===== src/cbst_pkg.sv =====
// cbst_pkg: shared types and constants of the cbor stream tokenizer
// used by the top level, the nesting stack and the port checker
`default_nettype none

package cbst_pkg;

  localparam int CBST_MAX_DEPTH = 16;

  // token kinds on the result channel
  localparam logic [3:0] K_UINT    = 4'd0;
  localparam logic [3:0] K_NINT    = 4'd1;
  localparam logic [3:0] K_BYTES   = 4'd2;
  localparam logic [3:0] K_TEXT    = 4'd3;
  localparam logic [3:0] K_ARRAY   = 4'd4;
  localparam logic [3:0] K_MAP     = 4'd5;
  localparam logic [3:0] K_FALSE   = 4'd6;
  localparam logic [3:0] K_TRUE    = 4'd7;
  localparam logic [3:0] K_NULL    = 4'd8;
  localparam logic [3:0] K_DOUBLE  = 4'd9;
  localparam logic [3:0] K_PAYLOAD = 4'd10;
  localparam logic [3:0] K_UNSUP   = 4'd11;

  // major types
  localparam logic [2:0] MAJ_UINT   = 3'd0;
  localparam logic [2:0] MAJ_NINT   = 3'd1;
  localparam logic [2:0] MAJ_BYTES  = 3'd2;
  localparam logic [2:0] MAJ_TEXT   = 3'd3;
  localparam logic [2:0] MAJ_ARRAY  = 3'd4;
  localparam logic [2:0] MAJ_MAP    = 3'd5;
  localparam logic [2:0] MAJ_TAG    = 3'd6;
  localparam logic [2:0] MAJ_SIMPLE = 3'd7;

  // additional info bounds
  localparam logic [4:0] AI_ONE_BYTE = 5'd24;
  localparam logic [4:0] AI_RESERVED = 5'd28;

  // special head bytes
  localparam logic [7:0] B_FALSE  = 8'hF4;
  localparam logic [7:0] B_TRUE   = 8'hF5;
  localparam logic [7:0] B_NULL   = 8'hF6;
  localparam logic [7:0] B_DOUBLE = 8'hFB;

  typedef enum logic [2:0] {
    PH_HEAD    = 3'b001,
    PH_ARG     = 3'b010,
    PH_PAYLOAD = 3'b100
  } phase_t;

  // request from the decoder to the nesting stack
  typedef struct packed {
    logic        fin;    // one item at the current level is complete
    logic        push;   // open a new level
    logic        clear;  // drop every level
    logic [31:0] count;  // items of the new level
  } stk_cmd_t;

  typedef struct packed {
    logic done;  // the finished item closes a top-level item
    logic full;  // no room for another level
  } stk_stat_t;

endpackage

`default_nettype wire


===== src/cbst_nest_stack.sv =====
// cbst_nest_stack: nesting stack of items still to come per open level
// counts of lower levels sit in a one-port memory, the top count in a register
// depends on cbst_pkg
`default_nettype none

module cbst_nest_stack #(
  parameter int MAX_DEPTH = cbst_pkg::CBST_MAX_DEPTH,
  parameter int SPW = $clog2(MAX_DEPTH + 1)
) (
  input  wire logic                clk,
  input  wire logic                rst_n,
  input  wire cbst_pkg::stk_cmd_t  cmd,
  output      cbst_pkg::stk_stat_t stat,
  output      logic [SPW-1:0]      sp
);

  localparam int AW = (MAX_DEPTH > 1) ? $clog2(MAX_DEPTH) : 1;

  logic [31:0]          mem [MAX_DEPTH];
  logic [31:0]          rd_r;
  logic [31:0]          tos_r, tos_nxt;
  logic                 from_mem_r, from_mem_nxt;
  logic [SPW-1:0]       sp_r, sp_nxt;
  logic [MAX_DEPTH-1:0] one_r, one_nxt;

  logic [31:0]    eff_tos;
  logic [31:0]    tos_dec;
  logic           tos_le1;
  logic           found;
  logic [AW-1:0]  land_idx;
  logic [SPW-1:0] sp_m1;
  logic [AW-1:0]  top_idx;
  logic           rd_en;
  logic           wr_en;
  logic           done;

  // a landed level already holds its decremented count
  assign eff_tos = from_mem_r ? rd_r : tos_r;
  assign tos_dec = eff_tos - 32'd1;
  assign tos_le1 = (eff_tos[31:1] == 31'd0);
  assign sp_m1   = sp_r - SPW'(1);
  assign top_idx = sp_m1[AW-1:0];

  // highest level below the top whose saved count is above one
  always_comb begin
    found    = 1'b0;
    land_idx = '0;
    for (int i = 0; i < MAX_DEPTH; i++) begin
      if ((i + 1) < int'(sp_r) && !one_r[i]) begin
        found    = 1'b1;
        land_idx = AW'(i);
      end
    end
  end

  always_comb begin
    tos_nxt      = tos_r;
    from_mem_nxt = from_mem_r;
    sp_nxt       = sp_r;
    one_nxt      = one_r;
    rd_en        = 1'b0;
    wr_en        = 1'b0;
    done         = 1'b0;
    if (sp_r == '0) begin
      done = 1'b1;
    end else if (!tos_le1) begin
      tos_nxt      = tos_dec;
      from_mem_nxt = 1'b0;
    end else if (found) begin
      sp_nxt       = SPW'(land_idx) + SPW'(1);
      from_mem_nxt = 1'b1;
      rd_en        = cmd.fin;
    end else begin
      sp_nxt = '0;
      done   = 1'b1;
    end
    if (!cmd.fin) begin
      tos_nxt      = tos_r;
      from_mem_nxt = from_mem_r;
      sp_nxt       = sp_r;
    end
    if (cmd.push) begin
      if (sp_r != '0) begin
        wr_en            = 1'b1;
        one_nxt[top_idx] = tos_le1;
      end
      tos_nxt      = cmd.count;
      from_mem_nxt = 1'b0;
      sp_nxt       = sp_r + SPW'(1);
    end
    if (cmd.clear) begin
      sp_nxt       = '0;
      from_mem_nxt = 1'b0;
    end
  end

  always_ff @(posedge clk) begin
    if (!rst_n) begin
      sp_r       <= '0;
      from_mem_r <= 1'b0;
      one_r      <= '0;
    end else begin
      sp_r       <= sp_nxt;
      from_mem_r <= from_mem_nxt;
      one_r      <= one_nxt;
    end
  end

  always_ff @(posedge clk) begin
    tos_r <= tos_nxt;
  end

  // count memory: saved count minus one, read when a pop lands on the level
  always_ff @(posedge clk) begin
    if (wr_en) begin
      mem[top_idx] <= tos_dec;
    end
    if (rd_en) begin
      rd_r <= mem[land_idx];
    end
  end

  assign stat.done = done;
  assign stat.full = (sp_r >= SPW'(MAX_DEPTH));
  assign sp        = sp_r;

endmodule

`default_nettype wire


===== src/cbor_stream_tokenizer_core.sv =====
// cbor_stream_tokenizer_core: byte-wide cbor tokenizer top level
// depends on cbst_pkg and cbst_nest_stack
//
// usage
//   in channel: one stream byte per beat on in_data_byte (valid/ready)
//   out channel: one token per beat: kind, 64-bit value, nesting depth,
//     top-level item end flag and format error flag
//   a head with argument bytes gives its token on the beat of its last
//     argument byte; argument bytes before it give no token
// timing
//   one byte per cycle sustained while out_ready stays high; a token is valid in the cycle after the byte
//     that causes it is taken, held in the output register
//   the nesting counts live in a memory with a registered read; a pop
//     that lands on a lower level reads its count and the next byte uses the
//     registered read data directly, so the memory does not slow the stream
// reset
//   synchronous, active low: phase back to head, stack empty, output empty;
//     no memory clearing pass, levels are always written before they are read
// stall
//   when out_ready is low with a token waiting, in_ready drops and the
//   token and all state hold; a byte is taken in the cycle the token leaves
//   a format error gives its token and drops the stack back to the top level
`default_nettype none

module cbor_stream_tokenizer_core #(
  parameter int MAX_DEPTH = cbst_pkg::CBST_MAX_DEPTH
) (
  input  wire logic        clk,
  input  wire logic        rst_n,
  input  wire logic        in_valid,
  output      logic        in_ready,
  input  wire logic [7:0]  in_data_byte,
  output      logic        out_valid,
  input  wire logic        out_ready,
  output      logic [3:0]  out_token_kind,
  output      logic [63:0] out_token_value,
  output      logic [4:0]  out_nest_depth,
  output      logic        out_item_done,
  output      logic        out_format_error
);

  localparam int SPW = $clog2(MAX_DEPTH + 1);

  cbst_pkg::phase_t phase_r, phase_nxt;
  logic [2:0]  pend_r, pend_nxt;
  logic [3:0]  arg_left_r, arg_left_nxt;
  logic [63:0] acc_r, acc_nxt;
  logic [30:0] pay_left_r, pay_left_nxt;

  logic        out_valid_r;
  logic [3:0]  kind_r;
  logic [63:0] value_r;
  logic [4:0]  depth_r;
  logic        done_r;
  logic        err_r;

  logic        fire;
  logic [2:0]  hd_major;
  logic [4:0]  hd_ai;

  // decode results
  logic        emit;
  logic [3:0]  tk_kind;
  logic [63:0] tk_value;
  logic        tk_err;
  logic        fin;
  logic        push;
  logic        clear;
  logic [31:0] push_count;

  // finished head argument
  logic        fa_go;
  logic [2:0]  fa_major;
  logic [63:0] fa_arg;
  logic        arg_big;
  logic        arg_zero;

  cbst_pkg::stk_cmd_t  stk_cmd;
  cbst_pkg::stk_stat_t stk_stat;
  logic [SPW-1:0]      sp;
  logic [SPW+4:0]      sp_wide;

  assign fire     = in_valid && in_ready;
  assign in_ready = !out_valid_r || out_ready;
  assign hd_major = in_data_byte[7:5];
  assign hd_ai    = in_data_byte[4:0];
  assign arg_big  = (fa_arg[63:31] != 33'd0);
  assign arg_zero = (fa_arg == 64'd0);

  always_comb begin
    phase_nxt    = phase_r;
    pend_nxt     = pend_r;
    arg_left_nxt = arg_left_r;
    acc_nxt      = acc_r;
    pay_left_nxt = pay_left_r;
    emit         = 1'b0;
    tk_kind      = cbst_pkg::K_UINT;
    tk_value     = 64'd0;
    tk_err       = 1'b0;
    fin          = 1'b0;
    push         = 1'b0;
    clear        = 1'b0;
    push_count   = 32'd0;
    fa_go        = 1'b0;
    fa_major     = hd_major;
    fa_arg       = {59'd0, hd_ai};

    unique case (phase_r)
      cbst_pkg::PH_HEAD: begin
        if (in_data_byte == cbst_pkg::B_DOUBLE) begin
          phase_nxt    = cbst_pkg::PH_ARG;
          pend_nxt     = cbst_pkg::MAJ_SIMPLE;
          arg_left_nxt = 4'd8;
          acc_nxt      = 64'd0;
        end else if (hd_major == cbst_pkg::MAJ_TAG || hd_major == cbst_pkg::MAJ_SIMPLE) begin
          // tags and simple values are one byte long
          emit = 1'b1;
          fin  = 1'b1;
          case (in_data_byte)
            cbst_pkg::B_FALSE: tk_kind = cbst_pkg::K_FALSE;
            cbst_pkg::B_TRUE:  tk_kind = cbst_pkg::K_TRUE;
            cbst_pkg::B_NULL:  tk_kind = cbst_pkg::K_NULL;
            default: begin
              tk_kind  = cbst_pkg::K_UNSUP;
              tk_value = {56'd0, in_data_byte};
            end
          endcase
        end else if (hd_ai < cbst_pkg::AI_ONE_BYTE) begin
          fa_go = 1'b1;
        end else if (hd_ai < cbst_pkg::AI_RESERVED) begin
          phase_nxt    = cbst_pkg::PH_ARG;
          pend_nxt     = hd_major;
          arg_left_nxt = 4'd1 << hd_ai[1:0];
          acc_nxt      = 64'd0;
        end else if (hd_major == cbst_pkg::MAJ_UINT || hd_major == cbst_pkg::MAJ_NINT) begin
          emit     = 1'b1;
          fin      = 1'b1;
          tk_kind  = cbst_pkg::K_UNSUP;
          tk_value = {56'd0, in_data_byte};
        end else begin
          // indefinite or reserved length on a sized type
          emit    = 1'b1;
          tk_kind = {1'b0, hd_major};
          tk_err  = 1'b1;
          clear   = 1'b1;
        end
      end
      cbst_pkg::PH_ARG: begin
        acc_nxt = {acc_r[55:0], in_data_byte};
        if (arg_left_r > 4'd1) begin
          arg_left_nxt = arg_left_r - 4'd1;
        end else begin
          arg_left_nxt = 4'd0;
          fa_go        = 1'b1;
          fa_major     = pend_r;
          fa_arg       = {acc_r[55:0], in_data_byte};
        end
      end
      cbst_pkg::PH_PAYLOAD: begin
        emit     = 1'b1;
        tk_kind  = cbst_pkg::K_PAYLOAD;
        tk_value = {56'd0, in_data_byte};
        if (pay_left_r > 31'd1) begin
          pay_left_nxt = pay_left_r - 31'd1;
        end else begin
          pay_left_nxt = 31'd0;
          phase_nxt    = cbst_pkg::PH_HEAD;
          fin          = 1'b1;
        end
      end
      default: begin
        phase_nxt = cbst_pkg::PH_HEAD;
      end
    endcase

    // head complete: act on its argument
    if (fa_go) begin
      phase_nxt = cbst_pkg::PH_HEAD;
      emit      = 1'b1;
      tk_kind   = {1'b0, fa_major};
      tk_value  = fa_arg;
      case (fa_major) inside
        cbst_pkg::MAJ_UINT, cbst_pkg::MAJ_NINT: begin
          fin = 1'b1;
        end
        cbst_pkg::MAJ_BYTES, cbst_pkg::MAJ_TEXT: begin
          if (arg_big) begin
            tk_err = 1'b1;
            clear  = 1'b1;
          end else if (arg_zero) begin
            fin = 1'b1;
          end else begin
            phase_nxt    = cbst_pkg::PH_PAYLOAD;
            pay_left_nxt = fa_arg[30:0];
          end
        end
        cbst_pkg::MAJ_ARRAY, cbst_pkg::MAJ_MAP: begin
          if (arg_big) begin
            tk_err = 1'b1;
            clear  = 1'b1;
          end else if (arg_zero) begin
            fin = 1'b1;
          end else if (stk_stat.full) begin
            tk_err = 1'b1;
            clear  = 1'b1;
          end else begin
            push = 1'b1;
            // a map entry is a key and a value
            push_count = (fa_major == cbst_pkg::MAJ_MAP) ? {fa_arg[30:0], 1'b0}
                                                          : fa_arg[31:0];
          end
        end
        default: begin
          tk_kind = cbst_pkg::K_DOUBLE;
          fin     = 1'b1;
        end
      endcase
    end

    // back to idle after a format error
    if (clear) begin
      phase_nxt    = cbst_pkg::PH_HEAD;
      pend_nxt     = 3'd0;
      arg_left_nxt = 4'd0;
      acc_nxt      = 64'd0;
      pay_left_nxt = 31'd0;
    end
  end

  assign stk_cmd.fin   = fire && fin;
  assign stk_cmd.push  = fire && push;
  assign stk_cmd.clear = fire && clear;
  assign stk_cmd.count = push_count;

  cbst_nest_stack #(
    .MAX_DEPTH (MAX_DEPTH),
    .SPW       (SPW)
  ) u_nest_stack (
    .clk   (clk),
    .rst_n (rst_n),
    .cmd   (stk_cmd),
    .stat  (stk_stat),
    .sp    (sp)
  );

  assign sp_wide = {5'd0, sp};

  always_ff @(posedge clk) begin
    if (!rst_n) begin
      phase_r    <= cbst_pkg::PH_HEAD;
      pend_r     <= 3'd0;
      arg_left_r <= 4'd0;
      acc_r      <= 64'd0;
      pay_left_r <= 31'd0;
    end else if (fire) begin
      phase_r    <= phase_nxt;
      pend_r     <= pend_nxt;
      arg_left_r <= arg_left_nxt;
      acc_r      <= acc_nxt;
      pay_left_r <= pay_left_nxt;
    end
  end

  // output register
  always_ff @(posedge clk) begin
    if (!rst_n) begin
      out_valid_r <= 1'b0;
    end else if (fire && emit) begin
      out_valid_r <= 1'b1;
    end else if (out_ready) begin
      out_valid_r <= 1'b0;
    end
  end

  always_ff @(posedge clk) begin
    if (fire && emit) begin
      kind_r  <= tk_kind;
      value_r <= tk_value;
      depth_r <= sp_wide[4:0];
      done_r  <= fin && stk_stat.done;
      err_r   <= tk_err;
    end
  end

  assign out_valid        = out_valid_r;
  assign out_token_kind   = kind_r;
  assign out_token_value  = value_r;
  assign out_nest_depth   = depth_r;
  assign out_item_done    = done_r;
  assign out_format_error = err_r;

endmodule

`default_nettype wire


===== config.mk =====
export PLATFORM = sky130hd
export DESIGN_NAME = cbor_stream_tokenizer_core
export DESIGN_NICKNAME = d
export VERILOG_FILES = /design/src/cbst_pkg.sv /design/src/cbst_nest_stack.sv /design/src/cbor_stream_tokenizer_core.sv
export SDC_FILE = /design/constraint.sdc
export NUM_CORES = 1
export LEC_CHECK = 0
export ABC_CLOCK_PERIOD_IN_PS = 17640
export BUFFER_PORTS_ARGS = -buffer_cell sky130_fd_sc_hd__buf_2
export CAP_MARGIN = 30
export CORE_UTILIZATION = 40
export CTS_BUF_LIST = sky130_fd_sc_hd__clkbuf_8
export CTS_CLUSTER_SIZE = 10
export DETAILED_ROUTE_END_ITERATION = 10
export PLACE_DENSITY = 0.66
export SYNTH_ARGS = -nofsm -noshare
export SYNTH_HDL_FRONTEND = slang
export SYNTH_SLANG_ARGS = --single-unit

===== constraint.sdc =====
create_clock -name clk -period 17.64 [get_ports clk]
set_clock_uncertainty 0.1 [all_clocks]
set_input_delay 4.41 -clock clk [delete_from_list [all_inputs] [get_ports clk]]
set_output_delay 4.41 -clock clk [all_outputs]
set_load 0.02 [all_outputs]

==> flow_summary.rst <==
.. list-table::
   :header-rows: 1

   * - Metric
     - Value
   * - Run status
     - complete, no violations
   * - CTS HTree Levels
     - 3
   * - Final setup violating endpoints
     - 0
   * - Row cnt
     - between 100 and 150
   * - Capturing element of the worst setup path
     - in_ready
   * - Count leader, synth
     - edfxtp_1
   * - Die Ht
     - between 200 and 300 um
   * - Yosys warns
     - 0
   * - Antenna violations before repair
     - 0
   * - Share of synthesized area occupied by flip-flops and latches
     - 0.650
   * - Signal arrival time at the worst endpoint
     - between 4 and 5 ns
   * - Dominant register cell in the synthesized netlist
     - edfxtp_1
   * - Final cycle utilization of the critical path
     - 0.535
   * - Largest net degree at the start of global routing
     - between 90 and 100
   * - Cts bufs inserted
     - about 120
   * - Total die area
     - approximately 86000 sq um
   * - Post-detailed-route wirelength per cell
     - about 23 um
   * - DR vias/cell
     - approximately 6
   * - Worst-case headroom to the max-slew limit
     - 0.318
   * - Placer Congestion
     - 0.906
   * - Total global routing overflow
     - 0
   * - Count of vias placed by the detailed router
     - 22700
   * - Synth-to-layout area growth
     - 12.0%
   * - Category of the worst setup path capture point
     - output pin
   * - Commonest cells post-synth
     - edfxtp_1, nand2_1, a211oi_1
   * - Count of cells along the worst register-to-register path
     - 13
   * - VDD IR max
     - around 0.000064 V
   * - Post-cts sizing count
     - 0
   * - Vias in the first global route
     - roughly 22000
   * - Cell Count, Final, Fillers Out
     - 3855
   * - Root buffer cell
     - clkbuf_8
   * - Post-synth top area cell
     - edfxtp_1
   * - First element of the critical path
     - out_ready
   * - Layout cell share with drive strength beyond 1
     - 0.145
   * - Number of maximum-capacitance constraint violations
     - 0
   * - Total Nets Final
     - approximately 2700
   * - Clk buf depth
     - 3
   * - Overall routing resource usage
     - 0.203
   * - Sum of net half-perimeters after detailed placement
     - ~53000 um
   * - Number of endpoints with negative hold slack in the final report
     - 0
   * - CTS tree
     - yes
   * - Synth Cell Area
     - roughly 34000 sq um
   * - Count of fill cells added during filler insertion
     - 7426
   * - Post-Place Setup Slack
     - about 8.2 ns
   * - Flip-flop and latch count after synthesis
     - 771
   * - Cell leakage power
     - 0.0127 uW
   * - # Post-CTS Setup Buffers
     - 0
   * - Number of iterations in the first detailed-routing pass
     - 5
   * - Class of the tightest hold or removal check
     - reg2reg
   * - Number of hold buffers added after cts
     - 0
   * - Post-route DRC violation count
     - 0
   * - Power density relative to cell area
     - between 100 and 150 nW/um^2
   * - Startpoint of the worst register-to-register path
     - u_nest_stack.sp[4]$_SDFFE_PP0P_
   * - CTS Sinks
     - between 700 and 800
   * - Unique cell type count in the Yosys netlist
     - 90
   * - Mapped Cells
     - approximately 2600
   * - Net count of the mapped netlist
     - approximately 2600
   * - Class of the most critical setup path
     - in2out
   * - Initial core utilization
     - 0.404
   * - Setup repair after global routing missed its margin
     - no
   * - Wire length of the first global-routing pass
     - ~130000 um
   * - Upper clock frequency limit
     - approximately 110 MHz
   * - Slew at the pin closest to its max-slew limit
     - roughly 1 ns
   * - Req. time, crit path
     - between 10 and 15 ns
   * - Nature of the critical path startpoint
     - primary input
   * - Clock edge transition at the registers on the reported setup and hold paths
     - roughly 0.06 ns
   * - WL final
     - 88400 um
   * - CP Max Fanout
     - 5
   * - Post-synth top area share
     - 0.579
   * - Total of buffers placed on input and output ports
     - 88
   * - Detail Route Antenna Nets
     - 0
   * - Asr flop ratio synth
     - 0
   * - Cell types occupying the most area after synthesis
     - edfxtp_1, dfxtp_1, a211oi_1
   * - Worst-Skew Late Latency
     - about 0.76 ns
   * - Crit path setup slack, layout
     - 8.21 ns
   * - Register-to-register setup slack
     - approximately 11 ns
   * - R2r endpoint
     - u_nest_stack.rd_r[28]$_DFFE_PP_
   * - Placeable core region
     - between 80000 and 90000 sq um
   * - Die width
     - 293 um
   * - Post-synth EDFFs
     - between 600 and 700
   * - Summed negative setup slack over all endpoints
     - 0 ns
   * - Post-Syn Area per Cell
     - roughly 13 sq um
   * - Minimum period implied by the final worst setup slack
     - roughly 9.4 ns
   * - Starting DRC count in detailed routing
     - around 2200
   * - Number of placed instances with taps included
     - between 3000 and 4000
   * - IO Count
     - 89
   * - Final Max Tran Viols
     - 0
sequential cells by signal, summed over array words and instances (netlist names), 4 cells and up:
signal / cells
acc_r: 56
arg_left_r: 4
out_nest_depth: 5
out_token_kind: 4
out_token_value: 64
pay_left_r: 31
u_nest_stack.mem: 512
u_nest_stack.one_r: 16
u_nest_stack.rd_r: 32
u_nest_stack.sp: 5
u_nest_stack.tos_r: 32
critical path: stages:
cell	delay [ns]
buf_2	0.09
nand2b_1	0.22
buf_2	0.20
cells in the final DEF (no fill, tap or decap), drive strengths merged, types with 11 or more instances in the layout:
cell type  count
nor3b         12
nor2b         25
ha            12
nor2          88
nand2        242
a311oi        58
a211oi       201
and3         153
a21oi         39
and2          85
nand3         53
a21boi        21
o31ai         14
mux2i        101
xnor2         42
inv           56
or4           38
a31oi         24
clkinv        47
nor3          39
dfxtp        120
o211ai        12
o21bai        14
o21ai         61
or3           21
edfxtp       651
xor2          25
clkbuf       122
a22o          57
nand4         11
nor4          24
a22oi         18
buf          167
layer usage:
layer	GRT usage	up-vias	share of wire
met5	0	-	0
met4	0.0640	0	0.026
met3	0.0297	172	0.067
met2	0.332	886	0.48
met1	0.277	11400	0.43
li1	-	10300	-
cell families (layout without fill, tap and decap cells):
family / after synthesis / count (layout) / synth area share
AND/OR/NAND/NOR: 830 / 830 / 0.132
flip-flops: 771 / 771 / 0.650
AO/OA/AOI/OAI: 592 / 592 / 0.136
buffers and inverters: 214 / 399 / 0.0292
multiplexers: 103 / 103 / 0.0306
XOR/XNOR: 67 / 67 / 0.0174
adder cells (fa/ha/maj): 12 / 12 / 0.00445
other: 0 / 1 / 0
stage by stage:
stage               power [uW]  cell area, sq um  utilization  hold slack, ns
floorplan                 2440             33800            -           0.327
global placement          2580             35200        0.421           0.359
detailed placement        2590             35500        0.425           0.378
CTS                       4010             37800        0.452           0.391
global route              4130             37800        0.453           0.413
finish                    3990             37800        0.453           0.387
power breakdown:
part	internal (uW)	switching [uW]	total, uW
registers	2020	14.0	2030
clock network	732	695	1430
logic	168	363	531
worst min path at each step:
| stage | start | end | cells after the start |
|---|---|---|---|
| floorplan | u_nest_stack.sp[2]$_SDFFE_PP0P_ | out_nest_depth[2]$_DFFE_PP_ | 0 |
| CTS | arg_left_r[1]$_SDFFE_PN0P_ | arg_left_r[1]$_SDFFE_PN0P_ | 2 |
| detailed placement | arg_left_r[1]$_SDFFE_PN0P_ | arg_left_r[1]$_SDFFE_PN0P_ | 2 |
| finish | arg_left_r[1]$_SDFFE_PN0P_ | arg_left_r[1]$_SDFFE_PN0P_ | 2 |
| global route | pay_left_r[6]$_SDFFE_PN0P_ | pay_left_r[6]$_SDFFE_PN0P_ | 1 |
| global placement | pay_left_r[27]$_SDFFE_PN0P_ | pay_left_r[27]$_SDFFE_PN0P_ | 2 |
layout make-up:
class	count	area (sq um)	share of cell area
antenna	1	2.50	0.0000662
clock buffer	122	1680	0.0444
clock inverter	88	576	0.0152
inverter	22	95.1	0.00251
multi-input combinational	1604	10900	0.289
sequential	771	22000	0.580
tap	1080	1350	0.0357
timing repair buffer	167	1220	0.0323
No activity file was read; power rests on OpenSTA's default activity.
